### src/rtl/lfv_pkg.sv
// Shared types, codes and helpers for the LIN frame validator.
package lfv_pkg;

   localparam int MAX_DATA_BYTES = 8;
   localparam int COUNT_W = 4;

   typedef logic [1:0] opcode_type;
   localparam opcode_type OP_HEADER = 2'd0;
   localparam opcode_type OP_DATA   = 2'd1;
   localparam opcode_type OP_CHECK  = 2'd2;

   localparam logic [COUNT_W-1:0] COUNT_MAX = COUNT_W'(MAX_DATA_BYTES);

   // One input word as held in the input register.
   typedef struct packed {
      opcode_type  opcode;
      logic [31:0] frame_id;
      logic        enhanced_mode;
      logic [7:0]  byte_value;
   } item_type;

   // One verdict word.
   typedef struct packed {
      logic               frame_good;
      logic               parity_good;
      logic               sum_good;
      logic [7:0]         computed_sum;
      logic [COUNT_W-1:0] data_count;
      logic               too_long;
   } result_type;

   // Protected ID parity check; extended IDs above one byte always pass.
   function automatic logic parity_ok(input logic [31:0] id);
      logic [5:0] b;
      logic       p0;
      logic       p1;
      b  = id[5:0];
      p0 = b[0] ^ b[1] ^ b[2] ^ b[4];
      p1 = ~(b[1] ^ b[3] ^ b[4] ^ b[5]);
      if (id[31:8] != 24'd0) begin
         return 1'b1;
      end
      return ({p1, p0, b} == id[7:0]);
   endfunction

endpackage

### src/rtl/lfv_frame_engine.sv
// Frame state (running sum, parity, count, overflow) and verdict logic.
module lfv_frame_engine (
   input  logic                clock,
   input  logic                reset,
   input  logic                step_en,
   input  lfv_pkg::item_type   item,
   output logic                result_fire,
   output lfv_pkg::result_type result
);

   logic [7:0]                  sum_ff, sum_in;
   logic                        parity_ff, parity_in;
   logic [lfv_pkg::COUNT_W-1:0] count_ff, count_in;
   logic                        over_ff, over_in;
   logic [7:0]                  id_sum;
   logic [7:0]                  inv_sum;
   logic                        sum_match;

   assign id_sum = item.frame_id[31:24] + item.frame_id[23:16]
                 + item.frame_id[15:8]  + item.frame_id[7:0];
   assign inv_sum   = ~sum_ff;
   assign sum_match = (item.byte_value == inv_sum);

   always_comb begin
      sum_in    = sum_ff;
      parity_in = parity_ff;
      count_in  = count_ff;
      over_in   = over_ff;
      if (step_en) begin
         unique case (item.opcode)
            lfv_pkg::OP_HEADER: begin
               parity_in = lfv_pkg::parity_ok(item.frame_id);
               sum_in    = item.enhanced_mode ? id_sum : 8'd0;
               count_in  = '0;
               over_in   = 1'b0;
            end
            lfv_pkg::OP_DATA: begin
               sum_in = sum_ff + item.byte_value;
               if (count_ff < lfv_pkg::COUNT_MAX) begin
                  count_in = count_ff + 1'b1;
               end else begin
                  over_in = 1'b1;
               end
            end
            lfv_pkg::OP_CHECK: begin
               sum_in    = 8'd0;
               parity_in = 1'b0;
               count_in  = '0;
               over_in   = 1'b0;
            end
            default: begin
            end
         endcase
      end
   end

   always_ff @(posedge clock) begin
      if (reset) begin
         sum_ff    <= 8'd0;
         parity_ff <= 1'b0;
         count_ff  <= '0;
         over_ff   <= 1'b0;
      end else begin
         sum_ff    <= sum_in;
         parity_ff <= parity_in;
         count_ff  <= count_in;
         over_ff   <= over_in;
      end
   end

   assign result_fire = step_en && (item.opcode == lfv_pkg::OP_CHECK);

   always_comb begin
      result.frame_good   = parity_ff & sum_match;
      result.parity_good  = parity_ff;
      result.sum_good     = sum_match;
      result.computed_sum = inv_sum;
      result.data_count   = count_ff;
      result.too_long     = over_ff;
   end

endmodule

### src/rtl/lin_frame_validator_core.sv
// Top level of the LIN frame validator: input register, frame engine, result register.
// Path: a checksum word accepted into the input register passes through the frame engine
//   into the result register, which drives its verdict on rsp_ until it is taken.
// Throughput: one word per cycle; a checksum word waits in the input register only
//   while the result register holds a verdict that has not been taken.
// Reset (synchronous, active high) empties both registers and clears the frame state
//   to a zero sum, zero count, no parity, no overflow.
// Header and data words produce no response word; opcode 3 is dropped.
module lin_frame_validator_core (
   input  logic                        clock,
   input  logic                        reset,
   input  logic                        req_valid,
   output logic                        req_ready,
   input  logic [1:0]                  req_opcode,
   input  logic [31:0]                 req_frame_id,
   input  logic                        req_enhanced_mode,
   input  logic [7:0]                  req_byte_value,
   output logic                        rsp_valid,
   input  logic                        rsp_ready,
   output logic                        rsp_frame_good,
   output logic                        rsp_parity_good,
   output logic                        rsp_sum_good,
   output logic [7:0]                  rsp_computed_sum,
   output logic [lfv_pkg::COUNT_W-1:0] rsp_data_count,
   output logic                        rsp_too_long
);

   // input register
   logic                in_valid_ff, in_valid_in;
   lfv_pkg::item_type   in_item_ff;
   logic                step_en;
   logic                result_fire;
   lfv_pkg::result_type result;
   // result register
   logic                rsp_valid_ff, rsp_valid_in;
   lfv_pkg::result_type rsp_ff;

   // The held word moves on unless it is a checksum and the result slot is full.
   assign step_en = in_valid_ff
                  && ((in_item_ff.opcode != lfv_pkg::OP_CHECK) || !rsp_valid_ff || rsp_ready);
   assign req_ready   = !in_valid_ff || step_en;
   assign in_valid_in = req_ready ? req_valid : in_valid_ff;

   always_ff @(posedge clock) begin
      if (reset) begin
         in_valid_ff <= 1'b0;
      end else begin
         in_valid_ff <= in_valid_in;
      end
   end

   always_ff @(posedge clock) begin
      if (req_valid && req_ready) begin
         in_item_ff.opcode        <= req_opcode;
         in_item_ff.frame_id      <= req_frame_id;
         in_item_ff.enhanced_mode <= req_enhanced_mode;
         in_item_ff.byte_value    <= req_byte_value;
      end
   end

   lfv_frame_engine u_engine (
      .clock       (clock),
      .reset       (reset),
      .step_en     (step_en),
      .item        (in_item_ff),
      .result_fire (result_fire),
      .result      (result)
   );

   // Result slot: load on a verdict, empty once taken.
   always_comb begin
      if (result_fire) begin
         rsp_valid_in = 1'b1;
      end else if (rsp_ready) begin
         rsp_valid_in = 1'b0;
      end else begin
         rsp_valid_in = rsp_valid_ff;
      end
   end

   always_ff @(posedge clock) begin
      if (reset) begin
         rsp_valid_ff <= 1'b0;
      end else begin
         rsp_valid_ff <= rsp_valid_in;
      end
   end

   always_ff @(posedge clock) begin
      if (result_fire) begin
         rsp_ff <= result;
      end
   end

   assign rsp_valid        = rsp_valid_ff;
   assign rsp_frame_good   = rsp_ff.frame_good;
   assign rsp_parity_good  = rsp_ff.parity_good;
   assign rsp_sum_good     = rsp_ff.sum_good;
   assign rsp_computed_sum = rsp_ff.computed_sum;
   assign rsp_data_count   = rsp_ff.data_count;
   assign rsp_too_long     = rsp_ff.too_long;

   // A verdict never overwrites one still waiting.
   a_no_overwrite: assert property (@(posedge clock) disable iff (reset)
      (rsp_valid_ff && !rsp_ready) |-> !result_fire)
      else $error("verdict overwritten before it was taken");

   // Overflow is only reported with the count at its ceiling.
   a_too_long_count: assert property (@(posedge clock) disable iff (reset)
      (rsp_valid && rsp_too_long) |-> (rsp_data_count == lfv_pkg::COUNT_MAX))
      else $error("too_long without a full data count");

   // Count never passes the ceiling.
   a_count_max: assert property (@(posedge clock) disable iff (reset)
      rsp_valid |-> (rsp_data_count <= lfv_pkg::COUNT_MAX))
      else $error("data count past maximum");

   // A checksum word held back is released once the result slot drains.
   a_check_moves: assert property (@(posedge clock) disable iff (reset)
      (in_valid_ff && !rsp_valid_ff) |-> step_en)
      else $error("input word stalled with an empty result slot");

endmodule

### config.mk
export PLATFORM = sky130hd
export DESIGN_NAME = lin_frame_validator_core
export DESIGN_NICKNAME = d
export VERILOG_FILES = /design/src/rtl/lfv_pkg.sv /design/src/rtl/lfv_frame_engine.sv /design/src/rtl/lin_frame_validator_core.sv
export SDC_FILE = /design/constraint.sdc
export NUM_CORES = 1
export LEC_CHECK = 0
export ABC_AREA = 0
export BUFFER_PORTS_ARGS = -buffer_cell sky130_fd_sc_hd__buf_2
export CAP_MARGIN = 40
export CORE_MARGIN = 4
export CORE_UTILIZATION = 48
export CTS_CLUSTER_DIAMETER = 100
export CTS_CLUSTER_SIZE = 12
export DETAILED_ROUTE_END_ITERATION = 12
export GPL_ROUTABILITY_DRIVEN = 0
export GPL_TIMING_DRIVEN = 1
export PLACE_DENSITY = 0.7
export SLEW_MARGIN = 40
export SYNTH_ARGS = -nofsm -noshare
export SYNTH_HDL_FRONTEND = slang
export SYNTH_SLANG_ARGS = --single-unit
### constraint.sdc
create_clock -name clock -period 8.62 [get_ports clock]
set_input_delay 1.724 -clock clock [delete_from_list [all_inputs] [get_ports clock]]
set_output_delay 1.724 -clock clock [all_outputs]
set_load 0.01 [all_outputs]
==> out/metrics.csv, run 1 <==
stage,metric,value,unit
worst_setup_path,R2R Setup Slk,5.60,ns
min_path,Hold Path Stages,1,
floorplanning,Starting Density,50.5,%
floorplanning,io pins,65,
worst_setup_path,Worst Path Max Fanout,3,
cts,PostCTS Resize Cnt,0,
cts,CTS Buf Count,9,
placement,DPL Wire Length,4860,µm
timing,Final Hold Viols,0,
global_route,initial antenna violation count,0,
timing,Max Clk Rate,0.249,GHz
global_route,gr usage total,15.4,%
timing,relative slew slack,49.9,%
yosys,most used flip-flop cell after synthesis,edfxtp_1,
yosys,Post-Synthesis Net Count,376,
job,Max-Cap Viols,0,
worst_setup_path,Reg2Reg Depth,13,
route,Routed WL per cell,13.4,µm
global_route,vias in the first global route,2339,
timing,Finish-stage setup viols,0,
cells_and_area,Area Growth Syn to Fin,17.7,%
cells_and_area,final instance area,4410,µm²
cts,clock buffer depth,2,
global_route,global-route wire length before repair,10700,µm
placement,PortBufs,64,
power,PwrDens,197,nW/µm²
worst_setup_path,startpoint type of the worst setup path,input pin,
worst_setup_path,CP Launch Point,rsp_ready,
yosys,"Distinct cells, synth",54,
timing,Worst Tran Pin Value,0.750,ns
route,DRC viols,0,
worst_setup_path,data required time of the worst path,6.90,ns
cells_and_area,"most common cell after layout, fill and taps aside",buf_2,
yosys,Post-Synthesis Cells,295,
cells_and_area,Final nets,448,
cts,Post-CTS Setup Bufs,0,
yosys,YS warnings,0,
floorplanning,Die X-Extent,96.3,µm
global_route,largest net degree at the start of global routing,44,
timing,Slew Limit Fails,0,
cts,clock sink count,75,
route,Vias,2301,
min_path,hold crit path type,reg -> reg,
timing,unrepaired setup endpoints after global routing,false,
route,vias per inst,4.89,
timing,Final period util,46.6,%
timing,Final Skew,0.0107,ns
worst_setup_path,Reg-to-Reg End,u_engine.sum_ff[7],
cells_and_area,n_diodes,0,
yosys,syn_area_per_cell,12.7,µm²
cts,root buf cell,clkbuf_8,
timing,final critical-path required period,4.02,ns
min_path,Hold Crit Endpoint,rsp_computed_sum[2],
outcome,outcome,completed,
worst_setup_path,Worst Path Buf+Inv,2,
floorplanning,DIE HEIGHT,96.3,µm
route,first-pass detailed-route iteration total,4,
floorplanning,# rows,31,
power,leakage power,1.80,nW
cts,H-Tree Depth,3,
global_route,global route overflow,0,
route,Antenna Nets Post-Route,0,
power,Max IR drop VDD,135,µV
worst_setup_path,crit path kind,in -> out,
placement,Placement Cell Area,4190,µm²
cts,Worst-path clk slew,0.08,ns
yosys,Synth async-reset ratio,0,%
cts,cts hold-fix bufs,0,
cts,CTS tree,yes,
floorplanning,die area,9270,µm²
yosys,Yosys reg bits,75,
floorplanning,core area,7410,µm²
worst_setup_path,CP max stage cell,buf_2,
worst_setup_path,Critical R2R Launch,in_item_ff[10],
worst_setup_path,Crit. End Element,output port,
cells_and_area,FILL cells,605,
cells_and_area,most frequent cells in the layout,"64 x buf_2, 59 x edfxtp_1, 50 x inv_1",
worst_setup_path,Worst Path Arrival,2.29,ns
yosys,register area share after synthesis,55.9,%
cells_and_area,layout cells sized above 1,26.3,%
route,number of DRC markers in iteration 0,47,
min_path,hold wc startpoint,u_engine.sum_ff[2],
worst_setup_path,CP peak stage delay,0.18,ns
timing,setup tns final,0,ns
worst_setup_path,"Top cell by count, worst path",buf_2,
worst_setup_path,crit path cell chain,buf_2 > nor2b_4 > nand3_1 > buf_2,
cts,clk_lat worst skew,0.35,ns
route,final WL,6310,µm
yosys,number of synthesized flops with an enable pin,59,
worst_setup_path,Top delay family on crit path,buffers and inverters,
yosys,Mapped Area,3740,µm²
==> layout make-up <==
type                       count  area, µm²  area share, %
clock inverter                 7       92.6           2.10
multi-input combinational    164       1450           32.9
timing repair buffer          65        328           7.44
sequential                    75       2090           47.5
tap                           99        124           2.81
clock buffer                   9        124           2.81
inverter                      52        195           4.43
==> kinds of logic after synthesis <==
family | after synthesis | share of synthesized area, %
fa+ha+maj | 34 | 14.4
compound gates | 54 | 11.0
flops | 75 | 55.9
mux | 1 | 0.267
buf+inv | 56 | 5.82
xor+xnor | 20 | 4.68
simple gates | 55 | 7.99
==> worst reg2reg max path, cell delays in order, from the launching register on <==
cell and delay (ns):
edfxtp_1 0.37, inv_1 0.07, fa_1 0.56, fa_1 0.42
inv_1 0.08, ha_1 0.16, inv_1 0.05, fa_1 0.39
nor2b_1 0.15, o31a_1 0.18, o22ai_1 0.10, xnor2_1 0.14
nand2_1 0.08, a311oi_2 0.18
==> power by group <==
part / switching (W) / total [W] / internal (W)
Sequential: 0.0000103 / 0.000418 / 0.000408
Combinational: 0.0000869 / 0.000161 / 0.0000746
Clock: 0.000127 / 0.000289 / 0.000162
Total: 0.000224 / 0.000868 / 0.000644
==> worst max path at each step <==
| stage | endpoint | slack [ns] | depth (start not counted) |
|---|---|---|---|
| 2_1_floorplan | in_item_ff[0] | 4.17 | 2 |
| 3_3_place_gp | req_ready | 4.63 | 4 |
| 3_5_place_dp | req_ready | 4.60 | 4 |
| 4_1_cts | req_ready | 4.60 | 4 |
| 5_1_grt | req_ready | 4.57 | 4 |
| 6_report | req_ready | 4.60 | 4 |
==> Yosys cell counts (2+ instances only) <==
library cell / number / area share, %
o221ai_1: 3 / 0.70
nand3_1: 2 / 0.27
buf_4: 2 / 0.40
edfxtp_1: 59 / 47
nor2b_1: 2 / 0.33
o21ai_0: 2 / 0.27
nor2_1: 16 / 1.6
nand2b_1: 3 / 0.50
a211oi_2: 2 / 0.67
o21ai_1: 7 / 0.94
clkbuf_1: 2 / 0.20
dfxtp_1: 16 / 8.6
a31oi_1: 2 / 0.33
fa_1: 15 / 8.0
a211oi_1: 6 / 1.2
a21o_1: 4 / 0.80
o22ai_1: 3 / 0.50
nor4_1: 8 / 1.3
inv_2: 2 / 0.20
inv_1: 50 / 5.0
a22oi_1: 3 / 0.60
xor2_1: 7 / 1.6
a21oi_1: 7 / 0.94
ha_1: 19 / 6.4
nand4_1: 2 / 0.33
xnor2_1: 13 / 3.0
nand2_1: 11 / 1.1
==> per-layer routing <==
layer  routed length, µm  global-route usage (%)  share of wire, %
met5                   0                       0                 0
met4                 112                    6.78               1.8
met3                 417                    4.53               6.6
met2                3060                    25.4                49
met1                2720                    18.8                43
==> registers in the layout, indices dropped and copies added, names as in the netlist <==
name / cells
u_engine.parity_ff: 1
rsp_parity_good: 1
rsp_computed_sum: 8
in_valid_ff: 1
u_engine.sum_ff: 8
rsp_too_long: 1
rsp_data_count: 4
rsp_frame_good: 1
u_engine.over_ff: 1
rsp_sum_good: 1
rsp_valid: 1
u_engine.count_ff: 4
in_item_ff: 43
==> per-stage QoR <==
stage	hold slack [ns]	cells	total power [W]	worst slack [ns]	utilization, %
after floorplan	0.422	295	0.000547	4.17	-
after global routing	0.504	471	0.000920	4.57	59.5
after CTS	0.487	471	0.000875	4.60	59.5
after global placement	0.461	455	0.000583	4.63	56.5
after detailed placement	0.463	455	0.000587	4.60	56.5
final	0.483	471	0.000868	4.60	59.5
(Power assumes the default switching activity.)
==> inputs of run 2 (changes only) <==
--- a/config.mk
+++ b/config.mk
@@ -5,7 +5,7 @@
 export SDC_FILE = /design/constraint.sdc
 export NUM_CORES = 1
 export LEC_CHECK = 0
-export ABC_AREA = 0
+export ABC_AREA = 1
 export BUFFER_PORTS_ARGS = -buffer_cell sky130_fd_sc_hd__buf_2
 export CAP_MARGIN = 40
 export CORE_MARGIN = 4
==> constraint.sdc (replaced) <==
create_clock -name clock -period 4.2 [get_ports clock]
set_input_delay 0.84 -clock clock [delete_from_list [all_inputs] [get_ports clock]]
set_output_delay 0.84 -clock clock [all_outputs]
set_load 0.01 [all_outputs]
==> run 2 against run 1 <==
Global-route usage grew 0.40 points. Count of clock-buffer cells in the layout is the same. Critical path type is now reg -> reg. Total power grew 100%. Largest cell class unchanged. Cell count grew 20%. Largest power group unchanged. Flip-flop and latch count is the same.
==> out/metrics.csv, run 2 <==
stage,metric,value,unit,change
cells_and_area,Area Growth Syn to Fin,16.5,%,
yosys,Post-Synthesis Net Count,463,,+23%
route,vias per inst,4.91,,+0.60%
timing,Final Hold Viols,0,,unchanged
route,Routed WL per cell,12.8,µm,-4.6%
cells_and_area,"most common cell after layout, fill and taps aside",inv_1,,
route,number of DRC markers in iteration 0,119,,+150%
worst_setup_path,CP peak stage delay,0.56,ns,+0.38 ns
cts,cts hold-fix bufs,0,,unchanged
power,leakage power,2.10,nW,+16%
timing,relative slew slack,54.5,%,+4.5 points
cts,PostCTS Resize Cnt,0,,unchanged
yosys,most used flip-flop cell after synthesis,edfxtp_1,,
worst_setup_path,startpoint type of the worst setup path,flop,,
route,final WL,7210,µm,+14%
cts,clock buffer depth,2,,unchanged
yosys,Simple-Gate Fraction of Synth Area,15.8,%,+7.8 points
power,Clock power frac,31.6,%,-1.7 points
timing,Slew Limit Fails,0,,unchanged
cts,H-Tree Depth,3,,unchanged
power,Max IR drop VDD,228,µV,+69%
cells_and_area,number of flip-flops under the largest register name,43,,unchanged
min_path,hold wc startpoint,u_engine.over_ff,,
route,DRC viols,0,,unchanged
cts,Worst-path clk slew,0.09,ns,about the same
worst_setup_path,CP max stage cell,fa_1,,
global_route,largest net degree at the start of global routing,41,,-6.8%
cts,root buf cell,clkbuf_8,,
worst_setup_path,Worst Path Max Fanout,4,,+1
yosys,"Distinct cells, synth",32,,-41%
cells_and_area,most frequent cells in the layout,"78 x inv_1, 74 x nand2_1, 64 x buf_2",,
timing,setup tns final,0,ns,unchanged
global_route,global route overflow,0,,unchanged
yosys,main area contributors after synthesis,"edfxtp_1 46%, dfxtp_1 8.2%, fa_1 7.7%",,
yosys,number of synthesized flops with an enable pin,59,,unchanged
global_route,gr usage total,15.8,%,+0.40 points
power,sw frac,28.8,%,+2.9 points
worst_setup_path,Critical R2R Launch,in_item_ff[10],,
cts,clock sink count,75,,unchanged
worst_setup_path,Top delay family on crit path,adder cells,,
timing,Worst Tran Pin Value,0.682,ns,-0.0680 ns
cells_and_area,layout cells sized above 1,19.9,%,-6.4 points
route,Antenna Nets Post-Route,0,,unchanged
timing,Finish-stage setup viols,0,,unchanged
min_path,Hold Crit Endpoint,rsp_too_long,,
yosys,most common cell in the netlist,inv_1,,
yosys,top post-synthesis cells by count,"78 x inv_1, 74 x nand2_1, 59 x edfxtp_1, 24 x nand3_1, 23 x a21oi_1",,
placement,PortBufs,64,,unchanged
global_route,vias in the first global route,2800,,+20%
worst_setup_path,"Top cell by count, worst path",inv_1,,
yosys,Synth Area in Compound Gates,7.56,%,-3.4 points
timing,Max Clk Rate,0.350,GHz,
floorplanning,DIE HEIGHT,98.0,µm,+1.8%
floorplanning,core area,7810,µm²,+5.4%
power,PwrDens,389,nW/µm²,+97%
timing,final critical-path required period,2.86,ns,
cts,CTS tree,yes,,
worst_setup_path,Reg-to-Reg End,u_engine.sum_ff[7],,
worst_setup_path,Crit. End Element,flop,,
cells_and_area,n_diodes,0,,unchanged
route,Vias,2772,,+20%
global_route,initial antenna violation count,0,,unchanged
yosys,Mapped Area,3890,µm²,+3.9%
worst_setup_path,Worst Path Buf+Inv,4,,+2
min_path,hold crit path type,reg -> reg,,
power,Gate power share,19.7,%,+1.1 points
yosys,post-synth top area share,45.6,%,-1.8 points
timing,WHS,0.437,ns,-0.0459 ns
worst_setup_path,R2R Setup Slk,1.34,ns,-4.26 ns
worst_setup_path,crit path cell chain,inv_1 > fa_1 > fa_1 > inv_1 > ha_1 > inv_1 > fa_1 > nor3_1 > nor2_1 > nand3_1 > nand3_1 > nand3_1 > nand2_1 > inv_1,,
yosys,Synth async-reset ratio,0,%,unchanged
cells_and_area,"Most flops, register",in_item_ff,,
placement,DPL Wire Length,5630,µm,+16%
route,first-pass detailed-route iteration total,4,,unchanged
cts,clk_lat worst skew,0.36,ns,about the same
yosys,YS warnings,0,,unchanged
yosys,Synth Area in Adders,13.8,%,-0.54 points
cells_and_area,Final nets,538,,+20%
floorplanning,die area,9600,µm²,+3.6%
worst_setup_path,data required time of the worst path,4.50,ns,-2.40 ns
yosys,syn_area_per_cell,10.2,µm²,-20%
worst_setup_path,crit path kind,reg -> reg,,
global_route,global-route wire length before repair,12100,µm,+13%
yosys,Post-Synthesis Cells,382,,+29%
yosys,main combinational cell family by area after synthesis,simple AND/OR/NAND/NOR gates,,
timing,unrepaired setup endpoints after global routing,false,,
cts,Post-CTS Setup Bufs,0,,unchanged
outcome,outcome,completed,,
min_path,Hold Path Stages,0,,-1
yosys,XOR/XNOR Fraction of Synth Area,0.901,%,-3.8 points
floorplanning,Starting Density,49.8,%,-0.72 points
yosys,register area share after synthesis,53.8,%,-2.1 points
yosys,"area leader, netlist",edfxtp_1,,
timing,Final period util,68.1,%,
timing,Final Skew,0.0165,ns,+0.00577 ns
power,Net Switching,0.000507,W,+130%
power,Sequential Power Share,48.7,%,+0.6 points
yosys,Yosys reg bits,75,,unchanged
floorplanning,io pins,65,,unchanged
yosys,mux share of post-synthesis cell area,0,%,-0.27 points
power,P_int,0.00125,W,+95%
job,Max-Cap Viols,0,,unchanged
floorplanning,Die X-Extent,98.0,µm,+1.8%
floorplanning,# rows,32,,+3.2%
cts,CTS Buf Count,9,,unchanged
worst_setup_path,Reg2Reg Depth,14,,+1
worst_setup_path,Worst Path Arrival,3.16,ns,+0.87 ns
[run 2: cell count changes in the layout (fill, tap and decap cells not counted), sizes merged, moves of 8 or more]
cell | previous run | this run
a21oi | 7 | 23
xnor2 | 13 | 3
nand2 | 11 | 74
nand3 | 2 | 24
a211oi | 8 | 0
inv | 52 | 83
[run 2: final cells by class]
| cell class | instances | area, µm² |
|---|---|---|
| fill | 683 | 3280 |
| sequential | 75 | 2090 |
| multi-input combinational | 225 | 1480 |
| timing repair buffer | 65 | 328 |
| inverter | 81 | 304 |
| tap | 102 | 128 |
| clock buffer | 9 | 124 |
| clock inverter | 7 | 75.1 |
[run 2: layer usage]
layer / global-route usage (%) / vias up / wire length (µm)
li1: - / 1422 / -
met1: 18.5 / 1254 / 3050
met2: 27.2 / 80 / 3500
met3: 3.64 / 16 / 449
met4: 8.09 / 0 / 199
met5: 0 / - / 0
[run 2: worst max path at each step]
stage,startpoint,to,slack (ns),depth (start not counted)
CTS,in_item_ff[10],u_engine.sum_ff[7],1.31,14
global route,in_item_ff[10],u_engine.sum_ff[7],1.08,14
detailed placement,in_item_ff[10],u_engine.sum_ff[7],1.33,14
global placement,in_item_ff[10],u_engine.sum_ff[7],1.44,15
floorplan,in_item_ff[10],u_engine.sum_ff[7],1.54,14
finish,in_item_ff[10],u_engine.sum_ff[7],1.34,14
[run 2: cell families after synthesis]
kind of cell,after synthesis
AND/OR/NAND/NOR,138
buffers and inverters,82
flip-flops,75
AO/OA/AOI/OAI,49
adder cells (fa/ha/maj),34
XOR/XNOR,4
[run 2: metrics by stage]
step	total power (W)	cell area (µm²)	setup slack (ns)	instances	utilization (%)
after detailed placement	0.00122	4330	1.33	548	55.5
after global placement	0.00121	4330	1.44	548	55.5
after floorplan	0.00113	3890	1.54	382	-
after CTS	0.00177	4530	1.31	564	58.0
final	0.00176	4530	1.34	564	58.0
after global routing	0.00187	4530	1.08	564	58.0
[run 2: worst reg2reg max path, cell delays in order, from the launching register on]
cell and delay, ns:
edfxtp_1 0.36, inv_1 0.09, fa_1 0.56, fa_1 0.41
inv_1 0.06, ha_1 0.16, inv_1 0.07, fa_1 0.44
nor3_1 0.23, nor2_1 0.07, nand3_1 0.08, nand3_1 0.09
nand3_1 0.09, nand2_1 0.05, inv_1 0.04
[run 2: power groups by stage]
stage	Clock (W)	Combinational [W]	Sequential [W]
global placement	0	0.000334	0.000873
finish	0.000557	0.000347	0.000857
floorplan	0	0.000256	0.000870
detailed placement	0	0.000344	0.000875
global route	0.000601	0.000404	0.000861
CTS	0.000568	0.000347	0.000858
==> inputs of run 3 (changes only) <==
==> constraint.sdc (replaced) <==
create_clock -name clock -period 2.8 [get_ports clock]
set_input_delay 0.56 -clock clock [delete_from_list [all_inputs] [get_ports clock]]
set_output_delay 0.56 -clock clock [all_outputs]
set_load 0.01 [all_outputs]
==> run 3 against run 2 <==
Flip-flop and latch count unchanged. Combinational power increased by 63%. Highest routed layer unchanged. Critical path type unchanged. Critical path depth unchanged. Clock skew decreased by 0.0079 ns.
==> out/metrics.csv, run 3 (synthesis results as in run 2) <==
stage,metric,value,unit,change
outcome,outcome,completed,,
floorplanning,Starting Density,49.8,%,unchanged
cells_and_area,number of flip-flops under the largest register name,43,,unchanged
global_route,global route overflow,0,,unchanged
timing,unrepaired setup endpoints after global routing,true,,
route,DRC viols,0,,unchanged
route,first-pass detailed-route iteration total,5,,+1
timing,relative slew slack,55.9,%,+1.4 points
worst_setup_path,Critical R2R Launch,in_item_ff[10],,
cts,root buf cell,clkbuf_8,,
power,Clock power frac,30.2,%,-1.4 points
power,Sequential Power Share,48.5,%,-0.2 points
cts,clock sink count,75,,unchanged
cts,Worst-path clk slew,0.08,ns,about the same
cts,CTS Buf Count,9,,unchanged
worst_setup_path,Worst Path Max Fanout,4,,unchanged
worst_setup_path,Crit. End Element,flop,,
min_path,Hold Crit Endpoint,in_item_ff[28],,
min_path,hold crit path type,in -> reg,,
route,Vias,2808,,+1.3%
cts,CTS tree,yes,,
global_route,gr usage total,16.0,%,+0.15 points
power,sw frac,28.1,%,-0.66 points
floorplanning,Die X-Extent,98.0,µm,unchanged
power,total power,0.00265,W,+51%
cells_and_area,"most common cell after layout, fill and taps aside",inv_1,,
min_path,Hold Path Stages,1,,+1
cells_and_area,Final nets,541,,+0.56%
power,Max IR drop VDD,382,µV,+68%
cells_and_area,"Most flops, register",in_item_ff,,
global_route,initial antenna violation count,0,,unchanged
worst_setup_path,CP max stage cell,fa_1,,
timing,Final period util,98.7,%,+31 points
cells_and_area,Finished Layout Cells,567,,+0.53%
power,Gate power share,21.3,%,+1.6 points
timing,final critical-path required period,2.76,ns,-0.0965 ns
floorplanning,DIE HEIGHT,98.0,µm,unchanged
floorplanning,# rows,32,,unchanged
power,P_int,0.00191,W,+52%
route,Antenna Nets Post-Route,0,,unchanged
min_path,hold wc startpoint,req_frame_id[19],,
route,number of DRC markers in iteration 0,117,,-1.7%
route,final WL,7230,µm,+0.26%
cells_and_area,Area Growth Syn to Fin,18.1,%,
timing,worst setup margin,0.0355,ns,-1.30 ns
global_route,largest net degree at the start of global routing,41,,unchanged
power,PwrDens,578,nW/µm²,+49%
worst_setup_path,"Top cell by count, worst path",nand3_1,,
cts,clk_lat worst skew,0.34,ns,-0.02 ns
placement,pre-CTS setup slack,-0.0754,ns,-1.40 ns
timing,setup tns final,0,ns,unchanged
timing,Slew Limit Fails,0,,unchanged
worst_setup_path,R2R Setup Slk,0.04,ns,-1.30 ns
worst_setup_path,crit path kind,reg -> reg,,
placement,DPL Wire Length,5660,µm,+0.54%
worst_setup_path,Worst Path Arrival,3.06,ns,-0.10 ns
cells_and_area,layout cells sized above 1,21.7,%,+1.8 points
floorplanning,die area,9600,µm²,unchanged
worst_setup_path,Reg2Reg Depth,14,,unchanged
power,Net Switching,0.000746,W,+47%
worst_setup_path,data required time of the worst path,3.09,ns,-1.41 ns
cts,clock buffer depth,2,,unchanged
cells_and_area,most frequent cells in the layout,"75 x inv_1, 74 x nand2_1, 64 x buf_2",,
cells_and_area,Util after Layout,58.8,%,+0.75 points
worst_setup_path,Worst Path Buf+Inv,4,,unchanged
timing,Worst Tran Pin Value,0.661,ns,-0.0209 ns
cts,cts hold-fix bufs,0,,unchanged
route,Routed WL per cell,12.7,µm,-0.27%
cts,H-Tree Depth,3,,unchanged
worst_setup_path,Top delay family on crit path,adder cells,,
worst_setup_path,Reg-to-Reg End,u_engine.sum_ff[7],,
placement,placed cells,548,,unchanged
power,leakage power,2.10,nW,+0.32%
global_route,vias in the first global route,2776,,-0.86%
floorplanning,core area,7810,µm²,unchanged
worst_setup_path,startpoint type of the worst setup path,flop,,
timing,Finish-stage setup viols,0,,unchanged
worst_setup_path,crit path cell chain,inv_2 > fa_1 > fa_1 > inv_1 > ha_2 > inv_2 > fa_2 > nor3_1 > nor2_1 > nand3_1 > nand3_1 > nand3_1 > nand2_1 > inv_1,,
timing,Final Skew,0.00854,ns,-0.00792 ns
timing,Final Hold Viols,0,,unchanged
job,Max-Cap Viols,0,,unchanged
worst_setup_path,CP peak stage delay,0.43,ns,-0.13 ns
route,vias per inst,4.95,,+0.76%
floorplanning,io pins,65,,unchanged
global_route,global-route wire length before repair,12300,µm,+1.5%
placement,PortBufs,64,,unchanged
timing,Max Clk Rate,0.362,GHz,+3.5%
cells_and_area,n_diodes,0,,unchanged
==> run 3: repair_timing <==
action / 4_1_cts / 5_1_grt
pin swaps: 0 / 10
cloned: 0 / 0
endpoints found under the setup margin: 2 / 5
setup buffers: 0 / 3
resized for setup: 2 / 8
==> run 3: cell type report <==
| type | count | area, µm² |
|---|---|---|
| fillers | 671 | 3220 |
| flip-flops and latches | 75 | 2090 |
| clock buffers | 10 | 128 |
| well taps | 102 | 128 |
| inverters | 81 | 304 |
| repair buffers | 68 | 363 |
| clock inverters | 6 | 65.1 |
| multi-input cells | 225 | 1510 |
==> run 3: worst reg2reg max path, cell delays in order (launching register included) <==
cell and delay, ns:
edfxtp_1 0.42, inv_2 0.09, fa_1 0.43, fa_1 0.43, inv_1 0.07, ha_2 0.18
inv_2 0.05, fa_2 0.42, nor3_1 0.21, nor2_1 0.07, nand3_1 0.09, nand3_1 0.07
nand3_1 0.08, nand2_1 0.05, inv_1 0.04
==> run 3: how the worst max path moves through the flow <==
stage / from / end / cells after the start / slack, ns
final: in_item_ff[10] / u_engine.sum_ff[7] / 14 / 0.04
after global routing: in_item_ff[10] / u_engine.sum_ff[7] / 15 / -0.19
after CTS: in_item_ff[10] / u_engine.sum_ff[7] / 15 / -0.004
after detailed placement: in_item_ff[10] / u_engine.sum_ff[7] / 15 / -0.08
after global placement: in_item_ff[10] / u_engine.sum_ff[7] / 15 / 0.04
after floorplan: in_item_ff[10] / u_engine.sum_ff[7] / 14 / 0.14
==> run 3: metal layers <==
metal / up-vias / track usage (%) / wire [µm]
met5: - / 0 / 0
met4: 0 / 7.56 / 210
met3: 14 / 4.86 / 413
met2: 86 / 26.8 / 3570
met1: 1291 / 18.8 / 3030
li1: 1417 / - / -
==> run 3: power by group through the flow <==
stage / Clock [W] / Sequential (W) / Combinational (W)
5_1_grt: 0.000883 / 0.00129 / 0.000648
4_1_cts: 0.000825 / 0.00129 / 0.000530
3_5_place_dp: 0 / 0.00131 / 0.000524
2_1_floorplan: 0 / 0.00131 / 0.000384
6_report: 0.000801 / 0.00129 / 0.000566
3_3_place_gp: 0 / 0.00131 / 0.000504
==> run 3: stage by stage <==
stage / instance area, µm² / hold WS (ns)
after floorplan: 3890 / 0.403
after global placement: 4340 / 0.421
after detailed placement: 4340 / 0.423
after CTS: 4540 / 0.372
after global routing: 4590 / 0.357
final: 4590 / 0.387
